`src/design/gbts_pkg.sv`:
```
// Shared operation codes, field widths and controller/datapath link types.
`default_nettype none
package gbts_pkg;

   // Field widths of the request and response channels.
   localparam int OP_W     = 3;
   localparam int AMOUNT_W = 13;
   localparam int BYTE_W   = 8;
   localparam int POS_W    = 12;
   localparam int LEN_W    = 13;

   // Operation codes.
   localparam logic [OP_W-1:0] OP_LOAD_BEGIN   = 3'd0;
   localparam logic [OP_W-1:0] OP_INSERT_BEGIN = 3'd1;
   localparam logic [OP_W-1:0] OP_INSERT_BYTE  = 3'd2;
   localparam logic [OP_W-1:0] OP_DELETE_BACK  = 3'd3;
   localparam logic [OP_W-1:0] OP_DELETE_FWD   = 3'd4;
   localparam logic [OP_W-1:0] OP_MOVE_LEFT    = 3'd5;
   localparam logic [OP_W-1:0] OP_MOVE_RIGHT   = 3'd6;
   localparam logic [OP_W-1:0] OP_READ_AT      = 3'd7;

   // Commands from the controller to the datapath.
   typedef struct packed {
      logic load_req;
      logic exec;
      logic move_read;
      logic move_fail;
      logic move_write;
      logic read_capture;
      logic rsp_load;
   } cmd_type;

   // Status from the datapath to the controller.
   typedef struct packed {
      logic [OP_W-1:0] op;
      logic            count_zero;
      logic            at_boundary;
   } sts_type;

endpackage
`default_nettype wire

```
`src/design/gbts_ctrl.sv`:
```
// Controller state machine sequencing each request through the datapath.
`default_nettype none
module gbts_ctrl (
   input  logic             clock,
   input  logic             reset,
   input  logic             req_valid,
   output logic             req_ready,
   output logic             rsp_valid,
   input  logic             rsp_ready,
   input  gbts_pkg::sts_type sts,
   output gbts_pkg::cmd_type cmd
);
   import gbts_pkg::*;

   localparam logic [2:0] ST_IDLE      = 3'd0;
   localparam logic [2:0] ST_EXEC      = 3'd1;
   localparam logic [2:0] ST_READ_WAIT = 3'd2;
   localparam logic [2:0] ST_MOVE_RD   = 3'd3;
   localparam logic [2:0] ST_MOVE_WR   = 3'd4;
   localparam logic [2:0] ST_DONE      = 3'd5;

   logic [2:0] state_ff, state_in;
   logic       rsp_valid_ff, rsp_valid_in;
   logic       out_free;

   assign out_free  = !rsp_valid_ff || rsp_ready;
   assign rsp_valid = rsp_valid_ff;

   // Next state and commands.
   always_comb begin
      state_in  = state_ff;
      cmd       = '0;
      req_ready = 1'b0;
      case (state_ff)
         ST_IDLE: begin
            req_ready = 1'b1;
            if (req_valid) begin
               cmd.load_req = 1'b1;
               state_in     = ST_EXEC;
            end
         end
         ST_EXEC: begin
            cmd.exec = 1'b1;
            if (sts.op == OP_MOVE_LEFT || sts.op == OP_MOVE_RIGHT) begin
               state_in = ST_MOVE_RD;
            end else if (sts.op == OP_READ_AT) begin
               state_in = ST_READ_WAIT;
            end else begin
               state_in = ST_DONE;
            end
         end
         ST_READ_WAIT: begin
            cmd.read_capture = 1'b1;
            state_in         = ST_DONE;
         end
         ST_MOVE_RD: begin
            if (sts.count_zero) begin
               state_in = ST_DONE;
            end else if (sts.at_boundary) begin
               cmd.move_fail = 1'b1;
               state_in      = ST_DONE;
            end else begin
               cmd.move_read = 1'b1;
               state_in      = ST_MOVE_WR;
            end
         end
         ST_MOVE_WR: begin
            cmd.move_write = 1'b1;
            state_in       = ST_MOVE_RD;
         end
         ST_DONE: begin
            if (out_free) begin
               cmd.rsp_load = 1'b1;
               req_ready    = 1'b1;
               if (req_valid) begin
                  cmd.load_req = 1'b1;
                  state_in     = ST_EXEC;
               end else begin
                  state_in = ST_IDLE;
               end
            end
         end
         default: begin
            state_in = ST_IDLE;
         end
      endcase
   end

   // Response valid flag of the output register.
   always_comb begin
      rsp_valid_in = rsp_valid_ff;
      if (cmd.rsp_load) begin
         rsp_valid_in = 1'b1;
      end else if (rsp_ready) begin
         rsp_valid_in = 1'b0;
      end
   end

   always_ff @(posedge clock) begin
      if (reset) begin
         state_ff     <= ST_IDLE;
         rsp_valid_ff <= 1'b0;
      end else begin
         state_ff     <= state_in;
         rsp_valid_ff <= rsp_valid_in;
      end
   end

endmodule
`default_nettype wire

```
`config.mk`:
```
export PLATFORM = sky130hd
export DESIGN_NAME = gbts_ctrl
export DESIGN_NICKNAME = d
export VERILOG_FILES = /design/src/design/gbts_pkg.sv /design/src/design/gbts_ctrl.sv
export SDC_FILE = /design/constraint.sdc
export NUM_CORES = 1
export LEC_CHECK = 0
export BUFFER_PORTS_ARGS = -buffer_cell sky130_fd_sc_hd__buf_2
export CORE_AREA = 4 4 41 43
export CTS_BUF_LIST = sky130_fd_sc_hd__clkbuf_2 sky130_fd_sc_hd__clkbuf_4 sky130_fd_sc_hd__clkbuf_8
export CTS_CLUSTER_DIAMETER = 30
export DETAILED_ROUTE_END_ITERATION = 6
export DIE_AREA = 0 0 45 47
export GPL_ROUTABILITY_DRIVEN = 1
export HOLD_SLACK_MARGIN = 0.1
export PLACE_DENSITY = 0.5
export SLEW_MARGIN = 20
export SYNTH_ARGS = -nofsm -noshare
export SYNTH_HDL_FRONTEND = slang
export SYNTH_SLANG_ARGS = --single-unit
```
`constraint.sdc`:
```
create_clock -name clock -period 1.4 [get_ports clock]
set_input_delay 0.28 -clock clock [delete_from_list [all_inputs] [get_ports clock]]
set_output_delay 0.28 -clock clock [all_outputs]
set_load 0.005 [all_outputs]
```
==> qor.txt <==
Setup CP Type = flip-flop to output port
die outline width = 45 µm
WHS = 0.243 ns
max-cap viol count = 0
Avg Inst Size Synth = 8.07 µm²
die area = 2120 µm²
failing checks = negative setup slack
worst-margin pin slew = 0.240 ns
Worst-path clk slew = 0.04 ns
IO Port Bufs = 17
Crit Path Max Fanout = 7
GPL Wtd Cong = 0.730
PnR worst setup slack = -0.0112 ns
DRC = 0
Post-synth EDFFs = 0
Tmin final = 1.41 ns
Final Max Tran Viols = 0
CTS tree = yes
Clk Latency, worst-skew pair = 0.23 ns
most frequent cells in the layout = buf_2 (17), buf_4 (6), nor2_1 (5)
commonest non-fill, non-tap cell in the layout = buf_2
Yosys cell types = 25
First-pass DRT Iterations = 2
Netlist Area Pre-Place = 307 µm²
relative slew slack = 0.838
vias in the first global route = 342
1st-iter DRT viols = 3
average wire per standard cell = 10.9 µm
Fmax = 709 MHz
TNS Setup = -0.0112 ns
worst clock skew = 0.000419 ns
PD cells = 923 nW/µm²
Worst setup SP type = flip-flop
Final setup viols = 1
Ys Warns = 0
RSZ-0062 raised after global routing = yes
GRT Overall Usage = 0.0996
io pins = 18
Starting Density = 0.236
area growth from synthesis to layout = 63.3%
CTS H-tree depth = 1
initial antenna violation count = 0
DP HPWL = 626 µm
largest net degree at the start of global routing = 8
Root Driver = clkbuf_4
#FFs+latches synth = 4
CTS Hold Bufs = 0
die extent in y = 47 µm
Syn Nets = 47
TritonCTS Buffers = 3
# rows = 13
fraction of layout cells with a size suffix above 1 = 0.607
Static Leak = 0.233 nW
Post-Syn Instances = 38
Final Cycle Share = 1.01
vias = 356
post-route ant nets = 0
first-pass GRT wire length = 1440 µm
final hold violation count = 0
Min-Delay Path Class = input port to flip-flop
Routed Wire Length = 831 µm
Final nets = 72
Via-to-Cell Ratio = 4.68
ANT cells = 0
Crit path required time = 1.12 ns
deepest clock path buffer count = 2
outcome = finished with violations
peak supply drop = 0.261 mV
prevailing post-synth register cell = dfxtp_1
Setup WS pre-CTS = 0.0950 ns
Async SR Flop Fraction = 0
core footprint = 1300 µm²
clk sinks = 4
total gr overflow = 0
register area share after synthesis = 0.261
Crit. End Element = output port
Worst EP arrival = 1.13 ns
## Yosys cell counts, types with 2 or more instances
library cell | n | share of area
nand2_1 | 2 | 0.024
nor4b_1 | 2 | 0.057
buf_4 | 2 | 0.049
nand3_1 | 2 | 0.033
dfxtp_1 | 4 | 0.26
a21oi_1 | 2 | 0.033
nor2_1 | 5 | 0.061
nor3b_2 | 2 | 0.082
## state kept, by name, indices dropped and copies added (netlist names)
name       count
rsp_valid      1
state_ff       3
## metal layers
layer,vias to the layer above,global-route usage,share of wire
li1,184,-,-
met4,0,0.123,0.023
met2,12,0.136,0.47
met3,2,0.0115,0.042
met1,158,0.123,0.46
met5,-,0,0
## worst max-delay path: stages, from the launching register on
cell,delay [ns]
dfxtp_4,0.37
nand2_1,0.07
o21ba_1,0.20
nor3b_2,0.14
buf_2,0.13
## kinds of logic after synthesis
group / Yosys count / synth area share
AO/OA/AOI/OAI: 9 / 0.208
buffers and inverters: 5 / 0.114
flip-flops: 4 / 0.261
AND/OR/NAND/NOR: 20 / 0.416
## final timing paths
path	from	to	slack, ns	cells after the start
worst max-delay path	state_ff[2]$_SDFFE_PP0P_	cmd[6]	-0.01	4
worst min register to register	state_ff[1]$_SDFFE_PP0P_	state_ff[2]$_SDFFE_PP0P_	0.55	2
worst min-delay path	reset	state_ff[2]$_SDFFE_PP0P_	0.24	2
worst max register to register	state_ff[1]$_SDFFE_PP0P_	state_ff[0]$_SDFFE_PP0P_	0.24	5
## per-stage QoR
step / util / total power [mW] / cell area, µm² / cells
6_report: 0.385 / 0.462 / 500 / 76
5_1_grt: 0.385 / 0.500 / 500 / 76
3_3_place_gp: 0.309 / 0.281 / 402 / 69
3_5_place_dp: 0.309 / 0.282 / 402 / 69
2_1_floorplan: - / 0.233 / 307 / 38
4_1_cts: 0.374 / 0.472 / 487 / 75
## timing repair
item                       4_1_cts  5_1_grt
buffers inserted                 3        1
setup endpoints to repair        8        6
gates resized for setup         10        2
pin swaps                        2        1
## where the power goes
group | internal, mW | switching, mW
Clock | 0.0958 | 0.0451
Sequential | 0.128 | 0.0171
Combinational | 0.103 | 0.0737
Total | 0.326 | 0.136
## area by class of cell
cell class	instances	area, µm²
Tap cell	15	18.8
Multi-Input combinational cell	29	223
Inverter	1	3.75
Timing Repair Buffer	24	141
Clock buffer	3	22.5
Sequential cell	4	91.3
Fill cell	140	801
No activity file was read; power rests on OpenSTA's default activity.
